==> src/rtl/sd_spi_init_sequencer_assert.svh <==
// Assertion macros used by the SD SPI init sequencer core.
`ifndef SD_SPI_INIT_SEQUENCER_ASSERT_SVH
`define SD_SPI_INIT_SEQUENCER_ASSERT_SVH

`ifndef SYNTH

// Property holds at every clock edge outside reset.
`define SDSI_ASSERT(lbl, clk, rst_n, prop) \
	lbl: assert property (@(posedge clk) disable iff (!rst_n) (prop)) \
		else $error("sdsi assertion failed");

// Condition a in one cycle implies condition b in the next.
`define SDSI_ASSERT_NEXT(lbl, clk, rst_n, a, b) \
	lbl: assert property (@(posedge clk) disable iff (!rst_n) (a) |=> (b)) \
		else $error("sdsi assertion failed");

`else

`define SDSI_ASSERT(lbl, clk, rst_n, prop)
`define SDSI_ASSERT_NEXT(lbl, clk, rst_n, a, b)

`endif

`endif

==> src/rtl/sdsi_pkg.sv <==
// Types, constants and command byte table for the SD SPI init sequencer.
package sdsi_pkg;

	// input beat
	typedef struct packed {
		logic       action;
		logic [7:0] rx_byte;
	} item_t;

	// result beat
	typedef struct packed {
		logic [7:0] tx_byte;
		logic       cs_level;
		logic       busy_res;
		logic       done_res;
		logic [2:0] error_code;
		logic       hi_cap;
	} result_t;

	localparam int unsigned CFG_W     = 16;
	localparam int unsigned CFG_IDX_W = 1;
	localparam logic [CFG_IDX_W-1:0] REG_POLL_LIMIT  = 1'd0;
	localparam logic [CFG_IDX_W-1:0] REG_RETRY_LIMIT = 1'd1;
	localparam logic [15:0] POLL_LIMIT_RST  = 16'd1000;
	localparam logic [15:0] RETRY_LIMIT_RST = 16'd1000;

	// input action codes
	localparam logic ACT_START = 1'b0;
	localparam logic ACT_BYTE  = 1'b1;

	// command stages
	localparam logic [2:0] ST_CMD0   = 3'd0;
	localparam logic [2:0] ST_CMD8   = 3'd1;
	localparam logic [2:0] ST_CMD58  = 3'd2;
	localparam logic [2:0] ST_CMD55  = 3'd3;
	localparam logic [2:0] ST_ACMD41 = 3'd4;
	localparam logic [2:0] ST_FINAL  = 3'd5;

	// error codes
	localparam logic [2:0] ERR_OK       = 3'd0;
	localparam logic [2:0] ERR_CMD0     = 3'd1;
	localparam logic [2:0] ERR_CMD8     = 3'd2;
	localparam logic [2:0] ERR_CMD8_ILL = 3'd3;
	localparam logic [2:0] ERR_CMD58    = 3'd4;
	localparam logic [2:0] ERR_TIMEOUT  = 3'd5;
	localparam logic [2:0] ERR_STD_CAP  = 3'd6;
	localparam logic [2:0] ERR_NO_CARD  = 3'd7;

	localparam logic [7:0]  IDLE_BYTE  = 8'hFF;
	localparam logic [7:0]  CMD_START  = 8'h40;
	localparam logic [7:0]  CRC_CMD0   = 8'h95;
	localparam logic [7:0]  CRC_CMD8   = 8'h87;
	localparam logic [7:0]  CRC_OTHER  = 8'h01;
	localparam logic [31:0] ARG_CMD8   = 32'h0000_01AA;
	localparam logic [31:0] ARG_ACMD41 = 32'h4000_0000;

	// byte k of the six-byte command frame for a stage
	function automatic logic [7:0] cmd_byte(input logic [2:0] st, input logic [2:0] k);
		logic [31:0] arg;
		logic [7:0]  idx;
		logic [7:0]  crc;
		logic [7:0]  b;
		arg = 32'h0;
		crc = CRC_OTHER;
		unique case (st)
			ST_CMD0: begin
				idx = 8'd0;
				crc = CRC_CMD0;
			end
			ST_CMD8: begin
				idx = 8'd8;
				arg = ARG_CMD8;
				crc = CRC_CMD8;
			end
			ST_CMD55:  idx = 8'd55;
			ST_ACMD41: begin
				idx = 8'd41;
				arg = ARG_ACMD41;
			end
			default:   idx = 8'd58;
		endcase
		unique case (k)
			3'd0:    b = CMD_START | idx;
			3'd1:    b = arg[31:24];
			3'd2:    b = arg[23:16];
			3'd3:    b = arg[15:8];
			3'd4:    b = arg[7:0];
			default: b = crc;
		endcase
		return b;
	endfunction

endpackage

==> src/rtl/sdsi_in_reg.sv <==
// Input register stage: holds one accepted beat until the core takes it.
module sdsi_in_reg import sdsi_pkg::*; (
	input  logic  clk,
	input  logic  arst_n,
	input  logic  in_valid,
	output logic  in_ready,
	input  item_t in_item,
	input  logic  take,
	output logic  item_valid,
	output item_t item
);

	logic  valid_s1;
	item_t item_s1;

	assign in_ready   = !valid_s1 || take;
	assign item_valid = valid_s1;
	assign item       = item_s1;

	// valid flag
	always_ff @(posedge clk or negedge arst_n) begin
		if (!arst_n) begin
			valid_s1 <= 1'b0;
		end else if (in_ready) begin
			valid_s1 <= in_valid;
		end
	end

	// payload
	always_ff @(posedge clk) begin
		if (in_ready && in_valid) begin
			item_s1 <= in_item;
		end
	end

endmodule

==> src/rtl/sdsi_core.sv <==
// Init sequencer state and next-byte logic, one item per advance.
module sdsi_core import sdsi_pkg::*; #(
	parameter int unsigned RESP_BYTES = 5
) (
	input  logic                 clk,
	input  logic                 arst_n,
	input  logic                 cfg_we,
	input  logic [CFG_IDX_W-1:0] cfg_index,
	input  logic [CFG_W-1:0]     cfg_data,
	input  logic                 adv,
	input  item_t                item,
	output result_t              res
);

	`include "sd_spi_init_sequencer_assert.svh"

	// phase codes: idle, warm-up, then four sub-phases per stage
	localparam logic [4:0] PH_IDLE = 5'd0;
	localparam logic [4:0] PH_WARM = 5'd1;
	localparam logic [4:0] PH_BASE = 5'd2;
	localparam logic [4:0] PH_END  = 5'd26;
	localparam logic [1:0] SUB_TX   = 2'd0;
	localparam logic [1:0] SUB_POLL = 2'd1;
	localparam logic [1:0] SUB_DATA = 2'd2;
	localparam logic [1:0] SUB_TAIL = 2'd3;
	localparam logic [3:0] WARM_BYTES = 4'd10;
	localparam logic [3:0] CMD_BYTES  = 4'd6;
	localparam logic [3:0] RESP_LEN   = 4'(RESP_BYTES);

	logic [4:0]  phase_q, phase_n;
	logic [3:0]  byte_cnt_q, byte_cnt_n;
	logic [15:0] poll_cnt_q, poll_cnt_n;
	logic [15:0] retry_cnt_q, retry_cnt_n;
	logic [2:0]  err_q, err_n;
	logic        high_q, high_n;
	logic [15:0] poll_limit_q, retry_limit_q;
	logic [7:0]  resp_q [RESP_BYTES];
	logic [7:0]  resp_rd [5];

	logic        resp_we;
	logic [2:0]  resp_wr_idx;
	logic [7:0]  resp_wr_val;

	logic [4:0]  ph_off;
	logic [2:0]  st;
	logic [1:0]  sub;
	logic [3:0]  n_len;
	logic [15:0] retry_inc;
	logic        do_begin, do_finish;
	logic [2:0]  begin_st, fin_code;
	logic [7:0]  r1;

	// response bytes beyond the stored depth read as zero
	for (genvar k = 0; k < 5; k++) begin : g_rd
		if (k < RESP_BYTES) begin : g_st
			assign resp_rd[k] = resp_q[k];
		end else begin : g_zero
			assign resp_rd[k] = 8'h00;
		end
	end

	assign ph_off    = phase_q - PH_BASE;
	assign st        = ph_off[4:2];
	assign sub       = ph_off[1:0];
	assign n_len     = (st == ST_CMD8 || st == ST_CMD58 || st == ST_FINAL) ? RESP_LEN : 4'd1;
	assign r1        = resp_rd[0];
	assign retry_inc = (retry_cnt_q != 16'hFFFF) ? retry_cnt_q + 16'd1 : retry_cnt_q;

	// next state and result
	always_comb begin
		phase_n     = phase_q;
		byte_cnt_n  = byte_cnt_q;
		poll_cnt_n  = poll_cnt_q;
		retry_cnt_n = retry_cnt_q;
		err_n       = err_q;
		high_n      = high_q;
		resp_we     = 1'b0;
		resp_wr_idx = 3'd0;
		resp_wr_val = item.rx_byte;
		do_begin    = 1'b0;
		do_finish   = 1'b0;
		begin_st    = ST_CMD0;
		fin_code    = ERR_OK;
		res.tx_byte  = IDLE_BYTE;
		res.cs_level = 1'b0;
		res.busy_res = 1'b1;
		res.done_res = 1'b0;

		priority if (item.action == ACT_START) begin
			phase_n      = PH_WARM;
			byte_cnt_n   = 4'd1;
			poll_cnt_n   = 16'd0;
			retry_cnt_n  = 16'd0;
			err_n        = ERR_OK;
			high_n       = 1'b0;
			res.cs_level = 1'b1;
		end else if (phase_q == PH_IDLE || phase_q >= PH_END) begin
			phase_n      = PH_IDLE;
			res.cs_level = 1'b1;
			res.busy_res = 1'b0;
		end else if (phase_q == PH_WARM) begin
			if (byte_cnt_q < WARM_BYTES) begin
				byte_cnt_n   = byte_cnt_q + 4'd1;
				res.cs_level = 1'b1;
			end else begin
				do_begin = 1'b1;
				begin_st = ST_CMD0;
			end
		end else begin
			unique case (sub)
				SUB_TX: begin
					if (byte_cnt_q < CMD_BYTES) begin
						res.tx_byte = cmd_byte(st, byte_cnt_q[2:0]);
						byte_cnt_n  = byte_cnt_q + 4'd1;
					end else begin
						phase_n    = {st, SUB_POLL} + PH_BASE;
						poll_cnt_n = 16'd1;
					end
				end
				SUB_POLL: begin
					if (item.rx_byte != IDLE_BYTE) begin
						resp_we = 1'b1;
						if ((item.rx_byte & 8'hFE) == 8'h00 && n_len > 4'd1) begin
							phase_n    = {st, SUB_DATA} + PH_BASE;
							byte_cnt_n = 4'd1;
						end else begin
							phase_n = {st, SUB_TAIL} + PH_BASE;
						end
					end else if (poll_cnt_q >= poll_limit_q) begin
						// timeout: R1 reads as all ones
						resp_we     = 1'b1;
						resp_wr_val = IDLE_BYTE;
						phase_n     = {st, SUB_TAIL} + PH_BASE;
					end else begin
						poll_cnt_n = poll_cnt_q + 16'd1;
					end
				end
				SUB_DATA: begin
					resp_we     = (byte_cnt_q < 4'd5);
					resp_wr_idx = byte_cnt_q[2:0];
					byte_cnt_n  = byte_cnt_q + 4'd1;
					if (byte_cnt_q + 4'd1 >= n_len) begin
						phase_n = {st, SUB_TAIL} + PH_BASE;
					end
				end
				SUB_TAIL: begin
					unique case (st)
						ST_CMD0: begin
							if (r1 != 8'h01) begin
								do_finish = 1'b1;
								fin_code  = ERR_CMD0;
							end else begin
								do_begin = 1'b1;
								begin_st = ST_CMD8;
							end
						end
						ST_CMD8: begin
							priority if (r1 == 8'h05) begin
								do_finish = 1'b1;
								fin_code  = ERR_CMD8_ILL;
							end else if (r1 != 8'h01 || resp_rd[3] != 8'h01 ||
								resp_rd[4] != 8'hAA) begin
								do_finish = 1'b1;
								fin_code  = ERR_CMD8;
							end else begin
								do_begin = 1'b1;
								begin_st = ST_CMD58;
							end
						end
						ST_CMD58: begin
							if (r1 != 8'h01 || resp_rd[2] != 8'hFF || resp_rd[3] != 8'h80) begin
								do_finish = 1'b1;
								fin_code  = ERR_CMD58;
							end else begin
								retry_cnt_n = 16'd0;
								do_begin    = 1'b1;
								begin_st    = ST_CMD55;
							end
						end
						ST_CMD55: begin
							do_begin = 1'b1;
							begin_st = ST_ACMD41;
						end
						ST_ACMD41: begin
							retry_cnt_n = retry_inc;
							priority if (r1 == 8'h00) begin
								do_begin = 1'b1;
								begin_st = ST_FINAL;
							end else if (retry_inc >= retry_limit_q) begin
								do_finish = 1'b1;
								fin_code  = ERR_TIMEOUT;
							end else begin
								do_begin = 1'b1;
								begin_st = ST_CMD55;
							end
						end
						default: begin
							// final OCR classifies capacity
							do_finish = 1'b1;
							priority if ((r1 & 8'hFE) != 8'h00) begin
								fin_code = ERR_NO_CARD;
							end else if (resp_rd[1] == 8'hC0) begin
								high_n   = 1'b1;
								fin_code = ERR_OK;
							end else if (resp_rd[1] == 8'h80) begin
								fin_code = ERR_STD_CAP;
							end else begin
								fin_code = ERR_NO_CARD;
							end
						end
					endcase
				end
				default: ;
			endcase
		end

		if (do_begin) begin
			phase_n     = {begin_st, SUB_TX} + PH_BASE;
			byte_cnt_n  = 4'd1;
			res.tx_byte = cmd_byte(begin_st, 3'd0);
		end
		if (do_finish) begin
			err_n        = fin_code;
			phase_n      = PH_IDLE;
			res.cs_level = 1'b1;
			res.busy_res = 1'b0;
			res.done_res = 1'b1;
		end

		res.error_code = res.busy_res ? ERR_OK : err_n;
		res.hi_cap     = res.busy_res ? 1'b0 : high_n;
	end

	// sequencer state
	always_ff @(posedge clk or negedge arst_n) begin
		if (!arst_n) begin
			phase_q     <= PH_IDLE;
			byte_cnt_q  <= 4'd0;
			poll_cnt_q  <= 16'd0;
			retry_cnt_q <= 16'd0;
			err_q       <= ERR_OK;
			high_q      <= 1'b0;
		end else if (adv) begin
			phase_q     <= phase_n;
			byte_cnt_q  <= byte_cnt_n;
			poll_cnt_q  <= poll_cnt_n;
			retry_cnt_q <= retry_cnt_n;
			err_q       <= err_n;
			high_q      <= high_n;
		end
	end

	// limit registers
	always_ff @(posedge clk or negedge arst_n) begin
		if (!arst_n) begin
			poll_limit_q  <= POLL_LIMIT_RST;
			retry_limit_q <= RETRY_LIMIT_RST;
		end else if (cfg_we) begin
			unique case (cfg_index)
				REG_POLL_LIMIT:  poll_limit_q  <= cfg_data;
				default:         retry_limit_q <= cfg_data;
			endcase
		end
	end

	// response byte store
	always_ff @(posedge clk) begin
		for (int i = 0; i < RESP_BYTES; i++) begin
			if (adv && resp_we && resp_wr_idx == 3'(i)) begin
				resp_q[i] <= resp_wr_val;
			end
		end
	end

	`SDSI_ASSERT(a_phase_range, clk, arst_n, phase_q < PH_END)
	`SDSI_ASSERT(a_byte_cnt_range, clk, arst_n, byte_cnt_q <= WARM_BYTES)
	`SDSI_ASSERT_NEXT(a_done_to_idle, clk, arst_n, adv && res.done_res, phase_q == PH_IDLE)
	`SDSI_ASSERT_NEXT(a_start_warm, clk, arst_n, adv && item.action == ACT_START,
		phase_q == PH_WARM && byte_cnt_q == 4'd1)

endmodule

==> src/rtl/sdsi_out_reg.sv <==
// Result register: holds one result until the master side takes it.
module sdsi_out_reg import sdsi_pkg::*; (
	input  logic    clk,
	input  logic    arst_n,
	input  logic    load,
	input  result_t res_in,
	output logic    free,
	output logic    out_valid,
	input  logic    out_ready,
	output result_t res_out
);

	logic    valid_q;
	result_t res_q;

	assign free      = !valid_q || out_ready;
	assign out_valid = valid_q;
	assign res_out   = res_q;

	// valid flag
	always_ff @(posedge clk or negedge arst_n) begin
		if (!arst_n) begin
			valid_q <= 1'b0;
		end else if (free) begin
			valid_q <= load;
		end
	end

	// payload
	always_ff @(posedge clk) begin
		if (load) begin
			res_q <= res_in;
		end
	end

endmodule

==> src/rtl/sd_spi_init_sequencer.sv <==
// Top level of the SD card SPI-mode init sequencer.
//
//  channel  | dir | handshake          | payload
//  ---------+-----+--------------------+----------------------------------------
//  s_*      | in  | s_tvalid/s_tready  | tuser: action; tdata: rx_byte
//  m_*      | out | m_tvalid/m_tready  | tdata: tx_byte, cs, busy, done, err, hi_cap
//  cfg_*    | in  | cfg_we             | cfg_index, cfg_data (16 bits)
//
// One result per input beat, one beat per cycle sustained while the master
// side takes results. The path runs through the input register, then the
// next-byte logic into the result register. The state update is a single
// pass through the sequencer logic. Reset is asynchronous, clears the state
// and loads both limits with 1000. A stalled master side holds the result;
// one more beat waits in the input register, then s_tready drops.
module sd_spi_init_sequencer import sdsi_pkg::*; #(
	parameter int unsigned RESP_BYTES = 5
) (
	input  logic                 clk,
	input  logic                 arst_n,
	input  logic                 s_tvalid,
	output logic                 s_tready,
	input  logic [7:0]           s_tdata,   // [7:0] rx_byte
	input  logic [0:0]           s_tuser,   // [0] action
	output logic                 m_tvalid,
	input  logic                 m_tready,
	output logic [15:0]          m_tdata,   // [7:0] tx_byte, [8] cs_level, [9] busy_res,
	                                        // [10] done_res, [13:11] error_code,
	                                        // [14] hi_cap, [15] zero
	input  logic                 cfg_we,
	input  logic [CFG_IDX_W-1:0] cfg_index,
	input  logic [CFG_W-1:0]     cfg_data
);

	item_t   in_item, item;
	result_t res, res_out;
	logic    item_valid, out_free, adv;

	assign in_item.action  = s_tuser[0];
	assign in_item.rx_byte = s_tdata;
	assign adv             = item_valid && out_free;

	sdsi_in_reg u_in (
		.clk        (clk),
		.arst_n     (arst_n),
		.in_valid   (s_tvalid),
		.in_ready   (s_tready),
		.in_item    (in_item),
		.take       (adv),
		.item_valid (item_valid),
		.item       (item)
	);

	sdsi_core #(
		.RESP_BYTES (RESP_BYTES)
	) u_core (
		.clk       (clk),
		.arst_n    (arst_n),
		.cfg_we    (cfg_we),
		.cfg_index (cfg_index),
		.cfg_data  (cfg_data),
		.adv       (adv),
		.item      (item),
		.res       (res)
	);

	sdsi_out_reg u_out (
		.clk       (clk),
		.arst_n    (arst_n),
		.load      (adv),
		.res_in    (res),
		.free      (out_free),
		.out_valid (m_tvalid),
		.out_ready (m_tready),
		.res_out   (res_out)
	);

	// pack result fields, tx_byte in the lowest bits
	assign m_tdata = {1'b0, res_out.hi_cap, res_out.error_code, res_out.done_res,
		res_out.busy_res, res_out.cs_level, res_out.tx_byte};

endmodule

==> config.mk <==
export PLATFORM = sky130hd
export DESIGN_NAME = sd_spi_init_sequencer
export DESIGN_NICKNAME = d
export VERILOG_FILES = /design/src/rtl/sdsi_pkg.sv /design/src/rtl/sdsi_in_reg.sv /design/src/rtl/sdsi_core.sv /design/src/rtl/sdsi_out_reg.sv /design/src/rtl/sd_spi_init_sequencer.sv
export VERILOG_INCLUDE_DIRS = /design/src /design/src/rtl
export SDC_FILE = /design/constraint.sdc
export NUM_CORES = 1
export LEC_CHECK = 0
export BUFFER_PORTS_ARGS = -buffer_cell sky130_fd_sc_hd__buf_4
export CAP_MARGIN = 15
export CORE_MARGIN = 2
export CORE_UTILIZATION = 40
export CTS_CLUSTER_DIAMETER = 80
export CTS_CLUSTER_SIZE = 12
export DETAILED_ROUTE_END_ITERATION = 8
export PLACE_DENSITY = 0.54
export SYNTH_ARGS = -nofsm -noshare
export SYNTH_HDL_FRONTEND = slang
export SYNTH_SLANG_ARGS = --single-unit
==> constraint.sdc <==
create_clock -name clk -period 4.3 [get_ports clk]
set_clock_uncertainty 0.1 [all_clocks]
set_input_delay 0.86 -clock clk [delete_from_list [all_inputs] [get_ports clk]]
set_output_delay 0.86 -clock clk [all_outputs]
set_load 0.05 [all_outputs]
==> impl_metrics.yaml, run 1 <==
power:
  power.share.clock: 0.283
  share_comb_of_total_power: 0.377
  power_uw: 5130
  vdd_drop_max_uv: 358
  p_leak_uw: 0.00382
  seqPwrFrac: 0.340
  p_int_uw: 3060
  power_switching_uw: 2070
  power_density_nw_per_um2: 545
  power_switching_share: 0.403
routing:
  vias: 6003
  drt_iter0_drc: 401
  detail_route.wl_per_cell_um: 17.5
  via_per_inst: 5.36
  routed_wl_mm: 19.6
  dr.pass1.iters: 5
  final_antenna_net_count: 0
  drc_errors: 0
synth:
  ys_ff_latch: 143
  netlist_instances: 789
  yosysSeqAreaShare: 0.482
  synth-main-ff-cell: "dfrtp_1"
  synth-edff-count: 64
  ys_types: 81
  yosysWarnings: 0
  synth_area_sq_um: 8130
  mappedNetlistNets: 871
  async_reset_ff_frac: 0.552
  avgSynthCellArea_sq_um: 10.3
cells_and_area:
  syn_to_final_growth_pct: 15.8
  layout_common_cells: "75 x nand2_1, 68 x o21ai_0, 67 x dfrtp_1, 64 x buf_4, 64 x edfxtp_1"
  nFillCells: 1858
  final_common_cell: "nand2_1"
  drive_gt1_frac: 0.206
  diodes: 0
  fin_nets: 920
floorplanning:
  die_x_um: 147
  core_area_sq_um: 20100
  row_count: 52
  io_pins: 49
  initial_core_util: 0.404
  die-area_sq_um: 21500
  die_y_um: 147
job:
  maxCapViolations: 0
place:
  gp_congestion: 0.927
  portBuffers: 47
  place_ws_ns: 0.0128
  dp_hpwl_mm: 14.7
status:
  outcome: "finished clean"
cts:
  cts_hold_buf: 0
  cts_tree: "built"
  cts_buffers: 17
  cts_sinks: 143
  clk_path_buf_depth: 2
  root_buffer: "clkbuf_16"
  clk_pin_slew_ns: 0.07
  htreeDepth: 4
  clk_latency_ns: 0.43
grt:
  first_global_vias: 6032
  grt_max_degree: 80
  grt_pass1_wl_mm: 32.5
  track_usage: 0.191
  grt_overflow_total: 0
  antenna_found_initial: 0
critical_path:
  path_max_fanout: 4
  worstSetupStartpointType: "flop"
  cp-end-kind: "flop"
  critPathArrivalTime_ns: 4.33
  worstSetupPathType: "reg -> reg"
  critPathRequiredTime_ns: 4.50
timing:
  max_slew.worst_pin.slew_ns: 1.03
  layout_min_cycle_time_ns: 4.13
  finalHoldViolations: 0
  setup_viol: 0
  timing.fmax_mhz: 242
  slew_headroom: 0.312
  fin_ws_ns: 0.172
  hold-worst-slack_ns: 0.384
  slew_viol_final: 0
  fin_setup_tns_ns: 0
  fin_crit_sh: 0.960
  rsz0062_at_grt: "false"
hold_path:
  hold_path_class: "reg -> reg"
## layer usage
metal | part of all wire | GRT usage
met2 | 0.46 | 0.300
met4 | 0.019 | 0.0602
met3 | 0.038 | 0.0419
met1 | 0.48 | 0.266
met5 | 0 | 0
## cells by family (layout without fill, tap and decap cells)
kind of cell / Yosys count / count (layout) / synth area share
xor gates and xnor gates: 25 / 25 / 0.0269
DFF: 143 / 143 / 0.482
buffers and inverters: 91 / 153 / 0.0526
muxes: 22 / 22 / 0.0300
adders and majority gates: 51 / 51 / 0.0785
AOI/OAI and AO/OA: 186 / 186 / 0.153
and+or+nand+nor: 270 / 270 / 0.176
other: 1 / 1 / 0.000461
## power by group through the flow
stage / clock (uW) / sequential (uW) / combinational (uW)
global route: 1550 / 1770 / 2130
finish: 1450 / 1740 / 1930
detailed placement: 0 / 1770 / 1880
CTS: 1480 / 1740 / 1900
floorplan: 0 / 1780 / 1380
global placement: 0 / 1770 / 1880
## cell type report
class / count / area (sq um) / share of cell area
tap: 270 / 338 / 0.0359
sequential: 143 / 3910 / 0.416
inverter: 57 / 219 / 0.0233
multi-input combinational: 555 / 3870 / 0.411
clock buffer: 17 / 425 / 0.0452
timing repair buffer: 64 / 480 / 0.0511
clock inverter: 15 / 166 / 0.0177
## synthesized netlist by cell type (5+ instances only)
cell,number,area share
a21oi_2,6,0.0065
and3_1,11,0.0085
o31ai_1,10,0.0092
clkbuf_1,22,0.010
nor3_1,20,0.012
edfxtp_1,64,0.24
dfrtp_1,67,0.21
inv_1,54,0.025
nor2_1,52,0.024
nor4_1,11,0.0085
mux2_2,18,0.025
nor2b_1,7,0.0054
dfstp_2,12,0.039
nand2b_1,12,0.0092
xnor2_1,20,0.022
o21ai_0,68,0.042
a21oi_1,37,0.023
nand3_1,27,0.017
a211oi_1,6,0.0055
nand2_1,75,0.035
nand4_1,14,0.011
o211ai_1,5,0.0046
xor2_1,5,0.0054
ha_1,51,0.079
a22o_1,8,0.0086
and2_1,5,0.0038
## metrics by stage
stage          cell area, sq um  utilization  std cells
3_3_place_gp               8720        0.434       1086
2_1_floorplan              8130            -        789
4_1_cts                    9310        0.463       1118
6_report                   9410        0.468       1121
5_1_grt                    9410        0.468       1121
3_5_place_dp               8720        0.434       1086
## flip-flops by register name, summed over array words and instances, names as in the netlist
name	cells
u_core.phase_q	5
u_core.poll_limit_q	16
u_out.out_valid	1
u_out.res_out	15
u_in.item_valid	1
u_core.poll_cnt_q	16
u_in.item	9
u_core.byte_cnt_q	4
u_core.high_q	1
u_core.err_q	3
u_core.resp_q	40
u_core.retry_cnt_q	16
u_core.retry_limit_q	16
## worst paths after layout
kind	cells past startpoint	end	startpoint	slack (ns)
min reg2reg	2	u_core.high_q	u_core.high_q	0.38
max reg2reg	17	u_core.phase_q[2]	u_core.retry_cnt_q[1]	0.17
max in group asynchronous	1	u_core.phase_q[1]	arst_n	2.92
min	2	u_core.high_q	u_core.high_q	0.38
max	17	u_core.phase_q[2]	u_core.retry_cnt_q[1]	0.17
min in group asynchronous	1	u_core.poll_cnt_q[10]	arst_n	0.51
## what timing repair did
item,in CTS,in global routing
setup buffers,0,2
resized for setup,1,14
pin swaps,0,7
endpoints found under the setup margin,1,20
## worst max-delay path, cell delays in order, from the launching register on
cell and delay, ns:
dfrtp_1 0.41, ha_4 0.17, nand3_4 0.08, or2_4 0.29, or3_4 0.41, and3_4 0.19, and3_4 0.18, xor2_1 0.14
ha_1 0.19, nand3_2 0.08, a211oi_1 0.08, a2111oi_2 0.45, buf_4 0.21, o211ai_4 0.10, a21boi_4 0.23, a211oi_4 0.07
a21o_2 0.23, a221o_2 0.38
Power figures use the tool's default switching activity.
==> inputs of run 2 (changes only) <==
--- a/config.mk
+++ b/config.mk
@@ -6,14 +6,18 @@
 export SDC_FILE = /design/constraint.sdc
 export NUM_CORES = 1
 export LEC_CHECK = 0
+export ABC_CLOCK_PERIOD_IN_PS = 4300
 export BUFFER_PORTS_ARGS = -buffer_cell sky130_fd_sc_hd__buf_4
 export CAP_MARGIN = 15
+export CELL_PAD_IN_SITES_DETAIL_PLACEMENT = 0
+export CELL_PAD_IN_SITES_GLOBAL_PLACEMENT = 1
 export CORE_MARGIN = 2
 export CORE_UTILIZATION = 40
+export CTS_BUF_LIST = sky130_fd_sc_hd__clkbuf_2 sky130_fd_sc_hd__clkbuf_4 sky130_fd_sc_hd__clkbuf_8
 export CTS_CLUSTER_DIAMETER = 80
 export CTS_CLUSTER_SIZE = 12
 export DETAILED_ROUTE_END_ITERATION = 8
-export PLACE_DENSITY = 0.54
+export PLACE_DENSITY = 0.67
 export SYNTH_ARGS = -nofsm -noshare
 export SYNTH_HDL_FRONTEND = slang
 export SYNTH_SLANG_ARGS = --single-unit
==> impl_metrics.yaml, run 2 (synthesis gave the netlist of run 1 again) <==
timing:
  finalHoldViolations: 0
  layout_min_cycle_time_ns: 4.14
  slew_viol_final: 0
  timing.fmax_mhz: 241
  slew_headroom: 0.321
  fin_setup_tns_ns: 0
  hold-worst-slack_ns: 0.399
  setup_viol: 0
  fin_ws_ns: 0.156
  fin_crit_sh: 0.964
  max_slew.worst_pin.slew_ns: 1.02
routing:
  vias: 6112
  routed_wl_mm: 19.9
  drc_errors: 0
  drt_iter0_drc: 385
  detail_route.wl_per_cell_um: 17.6
  dr.pass1.iters: 6
  final_antenna_net_count: 0
  via_per_inst: 5.41
status:
  outcome: "finished clean"
grt:
  antenna_found_initial: 0
  grt_overflow_total: 0
  grt_pass1_wl_mm: 32.5
  first_global_vias: 6126
  track_usage: 0.193
  grt_max_degree: 80
cells_and_area:
  fin_nets: 929
  drive_gt1_frac: 0.214
  regMostFlops: "u_core.resp_q"
  diodes: 0
  syn_to_final_growth_pct: 14.0
  final_common_cell: "nand2_1"
  fin_area_sq_um: 9260
  nFillCells: 1898
  layout_common_cells: "75 x nand2_1, 73 x buf_4, 68 x o21ai_0, 65 x dfrtp_1, 64 x edfxtp_1"
  largest_reg_flops: 40
floorplanning:
  die_x_um: 147
  io_pins: 49
  row_count: 52
  die_y_um: 147
  core_area_sq_um: 20100
  initial_core_util: 0.404
  die-area_sq_um: 21500
cts:
  cts_hold_buf: 0
  clk_path_buf_depth: 2
  clk_latency_ns: 0.45
  cts_buffers: 17
  root_buffer: "clkbuf_8"
  htreeDepth: 4
  clk_pin_slew_ns: 0.10
  cts_sinks: 143
  cts_tree: "built"
place:
  placed_area_sq_um: 8790
  dp_hpwl_mm: 14.9
  portBuffers: 47
  place_ws_ns: 0.0506
  gp_congestion: 0.892
power:
  seqPwrFrac: 0.361
  vdd_drop_max_uv: 231
  p_int_uw: 2790
  power_switching_share: 0.420
  power_switching_uw: 2020
  share_comb_of_total_power: 0.413
  power.share.clock: 0.226
  power_density_nw_per_um2: 520
  power_uw: 4820
  p_leak_uw: 0.00377
critical_path:
  r2r_cells: 17
  crit_chain: "ha_2 -> nand3_1 -> or2_4 -> or3_4 -> and3_1 -> and3_4 -> xor2_1 -> ha_1 -> nand3_1 -> a211oi_1 -> a2111oi_2 -> o21ai_1 -> buf_4 -> o211ai_1 -> a21oi_1 -> o311a_2 -> a31o_2"
  cp-end-kind: "flop"
  critPathArrivalTime_ns: 4.26
  cpPeakStageDelay_ns: 0.43
  path_max_fanout: 4
  worstSetupPathType: "reg -> reg"
  crit_family: "compound AO/OA/AOI/OAI gates"
  cp_common_cell: "nand3_1"
  r2r_start: "u_core.retry_cnt_q[1]"
  critPathRequiredTime_ns: 4.42
  rrSetupSlack_ns: 0.16
  critPathSlowestCell: "a2111oi_2"
  crit_buf_inv: 1
  r2r_end: "u_out.res_out[1]"
  worstSetupStartpointType: "flop"
hold_path:
  hold_start: "u_core.high_q"
  whs_endpoint: "u_core.high_q"
  holdPathStages: 2
  hold_path_class: "reg -> reg"
job:
  maxCapViolations: 0
==> run 2: cell count changes in the layout (fill, tap and decap cells not counted), moves of 2 or more <==
cell | previous run | this run
buf_4 | 64 | 73
clkbuf_16 | 17 | 0
clkbuf_8 | 0 | 18
clkinv_4 | 1 | 4
clkinv_8 | 4 | 0
dfrtp_1 | 67 | 65
dfrtp_2 | 0 | 2
==> run 2: power groups by stage <==
stage               Combinational, uW  Sequential (uW)  Clock (uW)
floorplan                        1380             1780           0
global placement                 1940             1760           0
detailed placement               1940             1760           0
CTS                              1950             1730        1120
global route                     2170             1760        1180
finish                           1990             1740        1090
==> run 2: worst register-to-register path, delay by kind of cell, from the launching register on <==
family          cells  cell delay (ns)
xor+xnor            1             0.14
simple gates        6             1.24
compound gates      7             1.50
fa+ha+maj           2             0.37
buf+inv             1             0.17
flops               1             0.40
==> run 2: stage by stage <==
| step | std cells | utilization |
|---|---|---|
| 2_1_floorplan | 789 | - |
| 3_3_place_gp | 1095 | 0.437 |
| 3_5_place_dp | 1095 | 0.437 |
| 5_1_grt | 1130 | 0.461 |
| 4_1_cts | 1127 | 0.457 |
| 6_report | 1130 | 0.461 |
==> run 2: how the worst max path moves through the flow <==
stage	start	end	slack [ns]	cells past startpoint
finish	u_core.retry_cnt_q[1]	u_out.res_out[1]	0.16	17
detailed placement	u_core.retry_cnt_q[1]	u_core.phase_q[3]	0.05	17
floorplan	u_core.retry_cnt_q[0]	u_out.res_out[1]	0.06	17
CTS	u_core.retry_cnt_q[1]	u_core.phase_q[3]	0.03	17
global route	u_core.retry_cnt_q[1]	u_out.res_out[1]	-0.03	17
global placement	u_core.retry_cnt_q[1]	u_core.phase_q[2]	0.12	17
==> run 2: layout make-up <==
| cell class | instances | area, sq um | share of cell area |
|---|---|---|---|
| flip-flops and latches | 143 | 3920 | 0.423 |
| multi-input cells | 555 | 3840 | 0.415 |
| repair buffers | 73 | 548 | 0.0592 |
| well taps | 270 | 338 | 0.0365 |
| clock buffers | 18 | 248 | 0.0267 |
| inverters | 57 | 219 | 0.0236 |
| clock inverters | 14 | 149 | 0.0161 |
==> run 2: timing repair <==
action	4_1_cts	5_1_grt
gates resized for setup	0	12
buffers inserted	0	2
setup endpoints to repair	0	19
==> run 2: layer usage <==
metal / share of wire / vias up / track usage
met2: 0.47 / 155 / 0.304
met5: 0 / - / 0
met3: 0.041 / 17 / 0.0378
li1: - / 2967 / -
met1: 0.48 / 2973 / 0.271
met4: 0.014 / 0 / 0.0553
